$ cat config.mk
export PLATFORM = sky130hd
export DESIGN_NAME = neighbor_message_counter_table_unit_flat
export DESIGN_NICKNAME = d
export VERILOG_FILES = /design/src/rtl/core/nmct_pkg.sv /design/src/rtl/core/nmct_if.sv /design/src/rtl/core/nmct_ram.sv /design/src/rtl/core/nmct_seq.sv /design/src/rtl/core/neighbor_message_counter_table_unit.sv /design/src/flat_wrapper.sv
export SDC_FILE = /design/constraint.sdc
export NUM_CORES = 2
export LEC_CHECK = 0
export BUFFER_PORTS_ARGS = -buffer_cell sky130_fd_sc_hd__clkbuf_2
export CAP_MARGIN = 15
export CORE_AREA = 2 2 497 499
export DETAILED_ROUTE_END_ITERATION = 16
export DIE_AREA = 0 0 499 501
export PLACE_DENSITY_LB_ADDON = 0.05
export SLEW_MARGIN = 30
export SYNTH_ARGS = -nofsm -noshare
export SYNTH_HDL_FRONTEND = slang
export SYNTH_HIERARCHICAL = 1
export SYNTH_SLANG_ARGS = --single-unit
$ cat constraint.sdc
create_clock -name i_clk -period 51.3 [get_ports i_clk]
set_input_delay 12.825 -clock i_clk [delete_from_list [all_inputs] [get_ports i_clk]]
set_output_delay 12.825 -clock i_clk [all_outputs]
set_load 0.005 [all_outputs]
$ cat src/rtl/core/nmct_pkg.sv
// ----------------------------------------------------------------------------
// nmct_pkg
// types, sizes and message kind codes shared by the neighbor counter table
// ----------------------------------------------------------------------------
package nmct_pkg;

    localparam int TABLE_DEPTH = 16;
    localparam int IDX_W       = $clog2(TABLE_DEPTH);
    localparam int USED_W      = $clog2(TABLE_DEPTH + 1);
    localparam int ADDR_W      = 64;
    localparam int CNT_W       = 32;
    localparam int CMD_W       = 2;

    localparam logic [CMD_W-1:0] KIND_DIO  = 2'd0;
    localparam logic [CMD_W-1:0] KIND_DAO  = 2'd1;
    localparam logic [CMD_W-1:0] KIND_DIS  = 2'd2;
    localparam logic [CMD_W-1:0] KIND_NONE = 2'd3;

    typedef logic [CMD_W-1:0]  t_cmd;
    typedef logic [ADDR_W-1:0] t_addr;
    typedef logic [CNT_W-1:0]  t_count;
    typedef logic [IDX_W-1:0]  t_index;
    typedef logic [USED_W-1:0] t_used;

    typedef struct packed {
        t_count count_dio;
        t_count count_dao;
        t_count count_dis;
    } t_counts;

    typedef struct packed {
        t_addr   addr_high;
        t_addr   addr_low;
        t_counts counts;
    } t_entry;

    localparam int ENTRY_W = $bits(t_entry);

    typedef struct packed {
        t_cmd  cmd;
        t_addr addr_high;
        t_addr addr_low;
    } t_req;

    typedef struct packed {
        t_index entry_index;
        logic   was_new;
        logic   table_full;
        t_count count_dio;
        t_count count_dao;
        t_count count_dis;
        t_used  entries_used;
    } t_result;

endpackage

$ cat src/rtl/core/nmct_if.sv
// ----------------------------------------------------------------------------
// nmct_if
// valid/ready channels for event words in and result words out
// ----------------------------------------------------------------------------
interface nmct_req_if;
    logic                 valid;
    logic                 ready;
    nmct_pkg::t_cmd       cmd;
    nmct_pkg::t_addr      addr_high;
    nmct_pkg::t_addr      addr_low;

    modport source (output valid, output cmd, output addr_high, output addr_low,
                    input ready);
    modport sink   (input valid, input cmd, input addr_high, input addr_low,
                    output ready);
endinterface

interface nmct_rsp_if;
    logic                 valid;
    logic                 ready;
    nmct_pkg::t_index     entry_index;
    logic                 was_new;
    logic                 table_full;
    nmct_pkg::t_count     count_dio;
    nmct_pkg::t_count     count_dao;
    nmct_pkg::t_count     count_dis;
    nmct_pkg::t_used      entries_used;

    modport source (output valid, output entry_index, output was_new,
                    output table_full, output count_dio, output count_dao,
                    output count_dis, output entries_used, input ready);
    modport sink   (input valid, input entry_index, input was_new,
                    input table_full, input count_dio, input count_dao,
                    input count_dis, input entries_used, output ready);
endinterface

$ cat src/rtl/core/nmct_ram.sv
// ----------------------------------------------------------------------------
// nmct_ram
// generic single write port, single read port ram with registered read
// ----------------------------------------------------------------------------
module nmct_ram #(
    parameter int WIDTH = 8,
    parameter int DEPTH = 16
) (
    input  logic                     i_clk,
    input  logic                     i_wr_en,
    input  logic [$clog2(DEPTH)-1:0] i_wr_addr,
    input  logic [WIDTH-1:0]         i_wr_data,
    input  logic                     i_rd_en,
    input  logic [$clog2(DEPTH)-1:0] i_rd_addr,
    output logic [WIDTH-1:0]         o_rd_data
);

    logic [WIDTH-1:0] r_mem [DEPTH];
    logic [WIDTH-1:0] r_rd_data;

    always_ff @(posedge i_clk) begin
        if (i_wr_en) begin
            r_mem[i_wr_addr] <= i_wr_data;
        end
        if (i_rd_en) begin
            r_rd_data <= r_mem[i_rd_addr];
        end
    end

    assign o_rd_data = r_rd_data;

endmodule

$ cat src/rtl/core/nmct_seq.sv
// ----------------------------------------------------------------------------
// nmct_seq
// search sequencer: walks the used slots one per cycle through the slot ram,
// one 128-bit compare and one shared counter incrementer
// ----------------------------------------------------------------------------
module nmct_seq (
    input  logic              i_clk,
    input  logic              i_rst_n,
    input  logic              i_req_valid,
    output logic              o_req_ready,
    input  nmct_pkg::t_req    i_req,
    output logic              o_res_valid,
    input  logic              i_res_ready,
    output nmct_pkg::t_result o_res
);

    localparam logic [1:0] S_IDLE = 2'd0;
    localparam logic [1:0] S_SCAN = 2'd1;
    localparam logic [1:0] S_MISS = 2'd2;
    localparam logic [1:0] S_HAND = 2'd3;

    logic [1:0]        r_state, n_state;
    nmct_pkg::t_cmd    r_cmd, n_cmd;
    nmct_pkg::t_addr   r_hi, n_hi;
    nmct_pkg::t_addr   r_lo, n_lo;
    nmct_pkg::t_index  r_idx, n_idx;
    nmct_pkg::t_used   r_used, n_used;
    nmct_pkg::t_result r_res, n_res;

    logic              w_rd_en;
    nmct_pkg::t_index  w_rd_addr;
    logic              w_wr_en;
    nmct_pkg::t_index  w_wr_addr;
    nmct_pkg::t_entry  w_wr_data;
    nmct_pkg::t_entry  w_rd_data;

    logic              w_match;
    logic              w_hit;
    logic              w_last;
    logic              w_known;
    nmct_pkg::t_counts w_base;
    nmct_pkg::t_count  w_sel;
    nmct_pkg::t_count  w_inc;
    nmct_pkg::t_counts w_new;
    nmct_pkg::t_result w_miss_res;
    logic              w_miss_wr;
    nmct_pkg::t_used   w_miss_used;

    nmct_ram #(
        .WIDTH (nmct_pkg::ENTRY_W),
        .DEPTH (nmct_pkg::TABLE_DEPTH)
    ) u_slots (
        .i_clk     (i_clk),
        .i_wr_en   (w_wr_en),
        .i_wr_addr (w_wr_addr),
        .i_wr_data (w_wr_data),
        .i_rd_en   (w_rd_en),
        .i_rd_addr (w_rd_addr),
        .o_rd_data (w_rd_data)
    );

    // read data belongs to slot r_idx while scanning
    assign w_match = (w_rd_data.addr_high == r_hi) && (w_rd_data.addr_low == r_lo);
    assign w_hit   = (r_state == S_SCAN) && w_match;
    assign w_last  = (nmct_pkg::t_used'(r_idx) + nmct_pkg::t_used'(1)) == r_used;
    assign w_known = (r_cmd == nmct_pkg::KIND_DIO) || (r_cmd == nmct_pkg::KIND_DAO)
                  || (r_cmd == nmct_pkg::KIND_DIS);

    // shared incrementer: old counts on a hit, zero for a fresh slot
    always_comb begin
        w_base = w_hit ? w_rd_data.counts : '0;
        case (r_cmd)
            nmct_pkg::KIND_DIO: w_sel = w_base.count_dio;
            nmct_pkg::KIND_DAO: w_sel = w_base.count_dao;
            nmct_pkg::KIND_DIS: w_sel = w_base.count_dis;
            default:            w_sel = '0;
        endcase
        w_inc = w_sel + nmct_pkg::t_count'(1);
        w_new = w_base;
        case (r_cmd)
            nmct_pkg::KIND_DIO: w_new.count_dio = w_inc;
            nmct_pkg::KIND_DAO: w_new.count_dao = w_inc;
            nmct_pkg::KIND_DIS: w_new.count_dis = w_inc;
            default:            w_new = w_base;
        endcase
    end

    // outcome when no used slot matched
    always_comb begin
        w_miss_res  = '0;
        w_miss_wr   = 1'b0;
        w_miss_used = r_used;
        if (w_known) begin
            if (r_used == nmct_pkg::t_used'(nmct_pkg::TABLE_DEPTH)) begin
                w_miss_res.table_full = 1'b1;
            end else begin
                w_miss_wr              = 1'b1;
                w_miss_used            = r_used + nmct_pkg::t_used'(1);
                w_miss_res.entry_index = r_used[nmct_pkg::IDX_W-1:0];
                w_miss_res.was_new     = 1'b1;
                w_miss_res.count_dio   = w_new.count_dio;
                w_miss_res.count_dao   = w_new.count_dao;
                w_miss_res.count_dis   = w_new.count_dis;
            end
        end
        w_miss_res.entries_used = w_miss_used;
    end

    always_comb begin
        n_state   = r_state;
        n_cmd     = r_cmd;
        n_hi      = r_hi;
        n_lo      = r_lo;
        n_idx     = r_idx;
        n_used    = r_used;
        n_res     = r_res;
        w_rd_en   = 1'b0;
        w_rd_addr = '0;
        w_wr_en   = 1'b0;
        w_wr_addr = r_idx;
        w_wr_data = '{addr_high: r_hi, addr_low: r_lo, counts: w_new};
        case (r_state)
            S_IDLE: begin
                if (i_req_valid) begin
                    n_cmd = i_req.cmd;
                    n_hi  = i_req.addr_high;
                    n_lo  = i_req.addr_low;
                    n_idx = '0;
                    if (r_used == '0) begin
                        n_state = S_MISS;
                    end else begin
                        w_rd_en = 1'b1;
                        n_state = S_SCAN;
                    end
                end
            end
            S_SCAN: begin
                if (w_match) begin
                    w_wr_en            = w_known;
                    n_res              = '0;
                    n_res.entry_index  = r_idx;
                    n_res.count_dio    = w_new.count_dio;
                    n_res.count_dao    = w_new.count_dao;
                    n_res.count_dis    = w_new.count_dis;
                    n_res.entries_used = r_used;
                    n_state            = S_HAND;
                end else if (!w_last) begin
                    w_rd_en   = 1'b1;
                    w_rd_addr = r_idx + nmct_pkg::t_index'(1);
                    n_idx     = r_idx + nmct_pkg::t_index'(1);
                end else begin
                    w_wr_en   = w_miss_wr;
                    w_wr_addr = r_used[nmct_pkg::IDX_W-1:0];
                    n_used    = w_miss_used;
                    n_res     = w_miss_res;
                    n_state   = S_HAND;
                end
            end
            S_MISS: begin
                w_wr_en   = w_miss_wr;
                w_wr_addr = r_used[nmct_pkg::IDX_W-1:0];
                n_used    = w_miss_used;
                n_res     = w_miss_res;
                n_state   = S_HAND;
            end
            S_HAND: begin
                if (i_res_ready) begin
                    n_state = S_IDLE;
                end
            end
            default: begin
                n_state = S_IDLE;
            end
        endcase
    end

    always_ff @(posedge i_clk) begin
        if (!i_rst_n) begin
            r_state <= S_IDLE;
            r_used  <= '0;
        end else begin
            r_state <= n_state;
            r_used  <= n_used;
        end
        r_cmd <= n_cmd;
        r_hi  <= n_hi;
        r_lo  <= n_lo;
        r_idx <= n_idx;
        r_res <= n_res;
    end

    assign o_req_ready = (r_state == S_IDLE);
    assign o_res_valid = (r_state == S_HAND);
    assign o_res       = r_res;

endmodule

$ cat src/rtl/core/neighbor_message_counter_table_unit.sv
// ----------------------------------------------------------------------------
// neighbor_message_counter_table_unit
// per-sender counters of DIO, DAO and DIS routing control messages
// ----------------------------------------------------------------------------
// i_req carries one event word: message kind and 128-bit sender address as
// two 64-bit halves. o_rsp returns one result word per event: slot index,
// new-entry and table-full flags, the slot's three counts after the update
// (all zero when no slot matched or was added) and the number of slots in use.
// The used slots sit in a 16-entry ram and are read one per cycle, from slot
// 0, against a single 128-bit comparator; the first match is taken, a miss of
// a known kind appends a slot while one is free. An event passes through the
// accept state, the slot reads (or the miss state when no slot is in use)
// and a hand-off state into the output register, which drives o_rsp.
// i_req.ready is low from the accept until the result is handed off. A
// stalled o_rsp holds its word; the sequencer can finish the next event
// meanwhile and then waits in its hand-off state. Reset empties the table
// (slot count to zero) at once; slot contents need no clearing since only
// used slots are read.
// ----------------------------------------------------------------------------
module neighbor_message_counter_table_unit (
    input  logic       i_clk,
    input  logic       i_rst_n,
    nmct_req_if.sink   i_req,
    nmct_rsp_if.source o_rsp
);

    nmct_pkg::t_req    w_req;
    logic              w_res_valid;
    logic              w_res_ready;
    nmct_pkg::t_result w_res;

    logic              r_out_valid;
    nmct_pkg::t_result r_out;

    assign w_req = '{cmd: i_req.cmd, addr_high: i_req.addr_high, addr_low: i_req.addr_low};

    nmct_seq u_seq (
        .i_clk       (i_clk),
        .i_rst_n     (i_rst_n),
        .i_req_valid (i_req.valid),
        .o_req_ready (i_req.ready),
        .i_req       (w_req),
        .o_res_valid (w_res_valid),
        .i_res_ready (w_res_ready),
        .o_res       (w_res)
    );

    // output register lets the sequencer go on while the receiver stalls; it takes a result when empty or being read
    assign w_res_ready = !r_out_valid || o_rsp.ready;

    always_ff @(posedge i_clk) begin
        if (!i_rst_n) begin
            r_out_valid <= 1'b0;
        end else if (w_res_ready) begin
            r_out_valid <= w_res_valid;
        end
        if (w_res_ready && w_res_valid) begin
            r_out <= w_res;
        end
    end

    assign o_rsp.valid        = r_out_valid;
    assign o_rsp.entry_index  = r_out.entry_index;
    assign o_rsp.was_new      = r_out.was_new;
    assign o_rsp.table_full   = r_out.table_full;
    assign o_rsp.count_dio    = r_out.count_dio;
    assign o_rsp.count_dao    = r_out.count_dao;
    assign o_rsp.count_dis    = r_out.count_dis;
    assign o_rsp.entries_used = r_out.entries_used;

`ifndef SYNTH
    a_used_bound: assert property (@(posedge i_clk) disable iff (!i_rst_n)
        o_rsp.valid |-> (o_rsp.entries_used <= 5'(nmct_pkg::TABLE_DEPTH)))
        else $error("slot count beyond table depth");

    a_new_or_full: assert property (@(posedge i_clk) disable iff (!i_rst_n)
        o_rsp.valid |-> !(o_rsp.was_new && o_rsp.table_full))
        else $error("word flagged both new and full");

    a_new_counts: assert property (@(posedge i_clk) disable iff (!i_rst_n)
        (o_rsp.valid && o_rsp.was_new) |->
        ((o_rsp.count_dio + o_rsp.count_dao + o_rsp.count_dis) == 32'd1))
        else $error("new slot does not hold a single count");

    a_busy_excl: assert property (@(posedge i_clk) disable iff (!i_rst_n)
        !(i_req.ready && w_res_valid))
        else $error("sequencer takes a word while holding a result");
`endif

endmodule
$ cat src/flat_wrapper.sv
// flat-port wrapper written by rule: the top's interface ports become plain ports
module neighbor_message_counter_table_unit_flat 
  (i_clk, i_rst_n, i_req_valid, i_req_cmd, i_req_addr_high, i_req_addr_low, i_req_ready, o_rsp_valid, o_rsp_entry_index, o_rsp_was_new, o_rsp_table_full, o_rsp_count_dio, o_rsp_count_dao, o_rsp_count_dis, o_rsp_entries_used, o_rsp_ready);
  nmct_req_if i_req_i ();
  nmct_rsp_if o_rsp_i ();
  input  logic i_clk;
  input  logic i_rst_n;
  input wire logic [$bits(i_req_i.valid)-1:0] i_req_valid;
  input wire logic [$bits(i_req_i.cmd)-1:0] i_req_cmd;
  input wire logic [$bits(i_req_i.addr_high)-1:0] i_req_addr_high;
  input wire logic [$bits(i_req_i.addr_low)-1:0] i_req_addr_low;
  output wire logic [$bits(i_req_i.ready)-1:0] i_req_ready;
  output wire logic [$bits(o_rsp_i.valid)-1:0] o_rsp_valid;
  output wire logic [$bits(o_rsp_i.entry_index)-1:0] o_rsp_entry_index;
  output wire logic [$bits(o_rsp_i.was_new)-1:0] o_rsp_was_new;
  output wire logic [$bits(o_rsp_i.table_full)-1:0] o_rsp_table_full;
  output wire logic [$bits(o_rsp_i.count_dio)-1:0] o_rsp_count_dio;
  output wire logic [$bits(o_rsp_i.count_dao)-1:0] o_rsp_count_dao;
  output wire logic [$bits(o_rsp_i.count_dis)-1:0] o_rsp_count_dis;
  output wire logic [$bits(o_rsp_i.entries_used)-1:0] o_rsp_entries_used;
  input wire logic [$bits(o_rsp_i.ready)-1:0] o_rsp_ready;
  assign i_req_i.valid = i_req_valid;
  assign i_req_i.cmd = i_req_cmd;
  assign i_req_i.addr_high = i_req_addr_high;
  assign i_req_i.addr_low = i_req_addr_low;
  assign i_req_ready = i_req_i.ready;
  assign o_rsp_valid = o_rsp_i.valid;
  assign o_rsp_entry_index = o_rsp_i.entry_index;
  assign o_rsp_was_new = o_rsp_i.was_new;
  assign o_rsp_table_full = o_rsp_i.table_full;
  assign o_rsp_count_dio = o_rsp_i.count_dio;
  assign o_rsp_count_dao = o_rsp_i.count_dao;
  assign o_rsp_count_dis = o_rsp_i.count_dis;
  assign o_rsp_entries_used = o_rsp_i.entries_used;
  assign o_rsp_i.ready = o_rsp_ready;
  neighbor_message_counter_table_unit u_core (.i_clk(i_clk), .i_rst_n(i_rst_n), .i_req(i_req_i), .o_rsp(o_rsp_i));
endmodule
==> results.yml <==
timing:
  hold_violations: 0
  rsz0062_at_grt: "false"
  setup_ws_ns: 36.65
  fin_skew_ns: 0.0576
  slew_violations: 0
  tightestPinTransition_ns: 1.08
  slew_headroom_pct: 28.3
  post-route-period-util_pct: 28.6
  setup_violations: 0
  fmax_ghz: 0.0683
  timing.final.crit_period_ns: 14.65
  setup_tns_ns: 0
pwr:
  power_w: 0.00826
  ir_drop_v: 0.0000401
  power.density_nw_per_um2: 46.8
  combPwrFrac_pct: 12.5
  p_sw_share_pct: 25.3
  power_frac_seq_pct: 52.3
  p_clk_share_pct: 35.2
  p_leak_nw: 51.2
  p_int_w: 0.00617
  p_switching_w: 0.00209
drt:
  route.met2.wl_um: 183000
  maxUsedRoutingLayer: "met5"
  wl_met3_um: 31500
  drtAntennaViolNets: 0
  routedLengthMet1_um: 150000
  vias: 76100
  firstDrtPassIters: 7
  avgViaCountPerCell: 6.84
  routed_wl_um: 374000
  drc: 0
  first_iter_violations: 10300
  wl_per_cell_um: 33.6
setup_path:
  crit_slowest_cell: "dfxtp_1"
  crit_path_max_incr_delay_ns: 0.38
  worst_setup_path_start_kind: "flip-flop"
  critPathMaxFanout: 4
  cp.arrival_ns: 1.83
  required_ns: 38.48
  crit_path_cell_trace: "inv_1 -> ha_1 -> clkbuf_2"
  path_class: "reg2out"
  critical_path.top_delay_family: "flip-flops"
  path_buf_inv: 2
  critPathCaptureType: "output pin"
clock_tree:
  cts_made_buffers: 413
  cts_resized: 0
  clock-sinks: 4164
  clk_latency_ns: 0.99
  cts_setup_buffers: 0
  cts_hold_buf: 0
  cts-root-buf: "clkbuf_16"
  cts.clk_slew.worst_paths_ns: 0.06
  cts_tree: "built"
  clockBufferDepth: 4
  htreeDepth: 5
global_route:
  grt_pass1_wl_um: 540000
  grt-ovfl-total: 0
  grt_use_total_pct: 30.3
  grt_max_degree: 122
  grt_pass1_vias: 76400
  antenna_found_initial: 11
placed_design:
  place_hpwl_um: 201000
  numPortBuffers: 242
  pre_cts_ws_ns: 35.95
  globalplace.congestion: 0.859
  dpl.cell_count: 10400
synth:
  synth_area_sq_um: 158000
  ys_seq_area_share_pct: 79.0
  yosys_register_bits: 4164
  yosys_warnings: 6
  syn_avg_cell_area_sq_um: 22.2
  netlist_instances: 7138
  synth_edf_count: 4156
  synth.distinct_cells: 71
  synthesis.nets: 7282
  synthArstFlopShare_pct: 0
  synth_ff_type: "edfxtp_1"
final_layout:
  final_util_pct: 72.2
  final_net_count: 7741
  fill_cells: 14100
  fin_cells: 11100
  area_growth_pct: 11.7
  drive_gt1_share_pct: 26.3
floorplanning:
  initial_core_util_pct: 64.6
  io_pins: 243
  die_h_um: 501
  fp.coreArea_sq_um: 245000
  die_area_sq_um: 250000
  rows: 182
  die_w_um: 499
outcome:
  run_status: "completed"
min_path:
  hold_class: "reg2reg"
run:
  cap_violations: 0
## kinds of logic after synthesis
logic type               share of synthesized area, %
AO/OA/AOI/OAI                                    2.93
XOR/XNOR                                         1.11
adder cells (fa/ha/maj)                        0.0791
buffers and inverters                            1.32
flip-flops                                       79.0
multiplexers                                     13.3
AND/OR/NAND/NOR                                  2.31
## cells in the final DEF (no fill, tap or decap), types with 42 or more instances in the layout
cell type / n
clkbuf_16: 419
clkbuf_2: 242
mux2i_1: 84
nand2_1: 235
clkinv_2: 78
xnor2_1: 51
mux4_2: 833
o21ai_0: 45
xor2_1: 141
edfxtp_1: 4156
clkbuf_1: 80
nor4_1: 42
clkinv_1: 88
buf_4: 143
a22oi_1: 377
nor2_1: 137
nor2b_1: 44
mux2_2: 121
## worst register-to-register path, stage by stage (launching register included)
cell and delay [ns]:
edfxtp_1 0.69, xor2_1 0.44, nor4_2 0.84, nand4_1 0.52, nor4_4 0.38, buf_6 0.23
a211oi_1 0.15, or2_2 0.36, a32o_1 0.31, nand3b_1 0.36, nor2_4 0.42, buf_12 0.33
buf_16 0.48, buf_4 0.54, buf_12 0.29, buf_4 0.84, buf_4 0.70
## cells in the mapped netlist, drive strengths merged, types with 51 or more instances
cell type	count	share of area, %
xor2	142	0.79
nor2	189	0.45
clkbuf	162	0.38
mux2	121	0.86
mux4	833	12
xnor2	55	0.30
mux2i	84	0.53
nand2	236	0.56
edfxtp	4156	79
buf	219	0.89
a22oi	377	1.8
nor4	74	0.44
nor2b	51	0.21
## registers in the layout (all words and copies together) (netlist names), 2 cells and up
register,count
u_core/u_seq/r_lo,64
u_core/o_rsp.entry_index,4
u_core/u_seq/r_idx,4
u_core/o_rsp.count_dao,32
u_core/o_rsp.count_dis,32
u_core/u_seq/u_slots/o_rd_data,224
u_core/u_seq/r_hi,64
u_core/u_seq/r_cmd,2
u_core/u_seq/r_state,2
u_core/u_seq/o_res,107
u_core/u_seq/u_slots/r_mem,3584
u_core/o_rsp.entries_used,5
u_core/u_seq/r_used,5
u_core/o_rsp.count_dio,32
## stage by stage
stage               cell area [sq um]  hold WS, ns
global route                   177000        0.438
finish                         177000        0.415
floorplan                      158000        0.400
global placement               163000        0.407
CTS                            176000        0.417
detailed placement             163000        0.405
## layer usage
metal | vias up | global-route usage (%)
met3 | 560 | 4.56
met1 | 40700 | 44.7
met4 | 10 | 8.07
met5 | - | 0
met2 | 4008 | 48.5
li1 | 30900 | -
## cell type report
class	count	area [sq um]	share of cell area, %
diodes	3	7.51	0.00425
clock buffers	499	10800	6.10
clock inverters	226	2130	1.20
inverters	20	82.6	0.0467
multi-input cells	2573	31600	17.9
flip-flops and latches	4164	125000	70.7
well taps	3220	4030	2.28
repair buffers	425	3100	1.76
## final timing paths
path / start / endpoint / slack (ns) / cells after the start
hold reg to reg: u_core/u_seq/o_res[10]$_DFFE_PP_ / u_core/o_rsp.count_dis[5]$_DFFE_PP_ / 0.42 / 0
setup reg to reg: u_core/u_seq/r_hi[26]$_DFFE_PP_ / u_core/u_seq/u_slots/r_mem[7][167]$_DFFE_PP_ / 43.00 / 16
hold / removal: u_core/u_seq/o_res[10]$_DFFE_PP_ / u_core/o_rsp.count_dis[5]$_DFFE_PP_ / 0.42 / 0
setup / recovery: u_core/u_seq/r_state[0]$_SDFFE_PN0P_ / i_req_ready / 36.65 / 3
## power groups by stage
stage	clock [W]	sequential, W	combinational, W
final	0.00291	0.00432	0.00103
after global placement	0	0.00438	0.00102
after CTS	0.00294	0.00432	0.00103
after detailed placement	0	0.00439	0.00103
after floorplan	0	0.00434	0.000649
after global routing	0.00308	0.00435	0.00108
No activity file was read; power rests on OpenSTA's default activity.
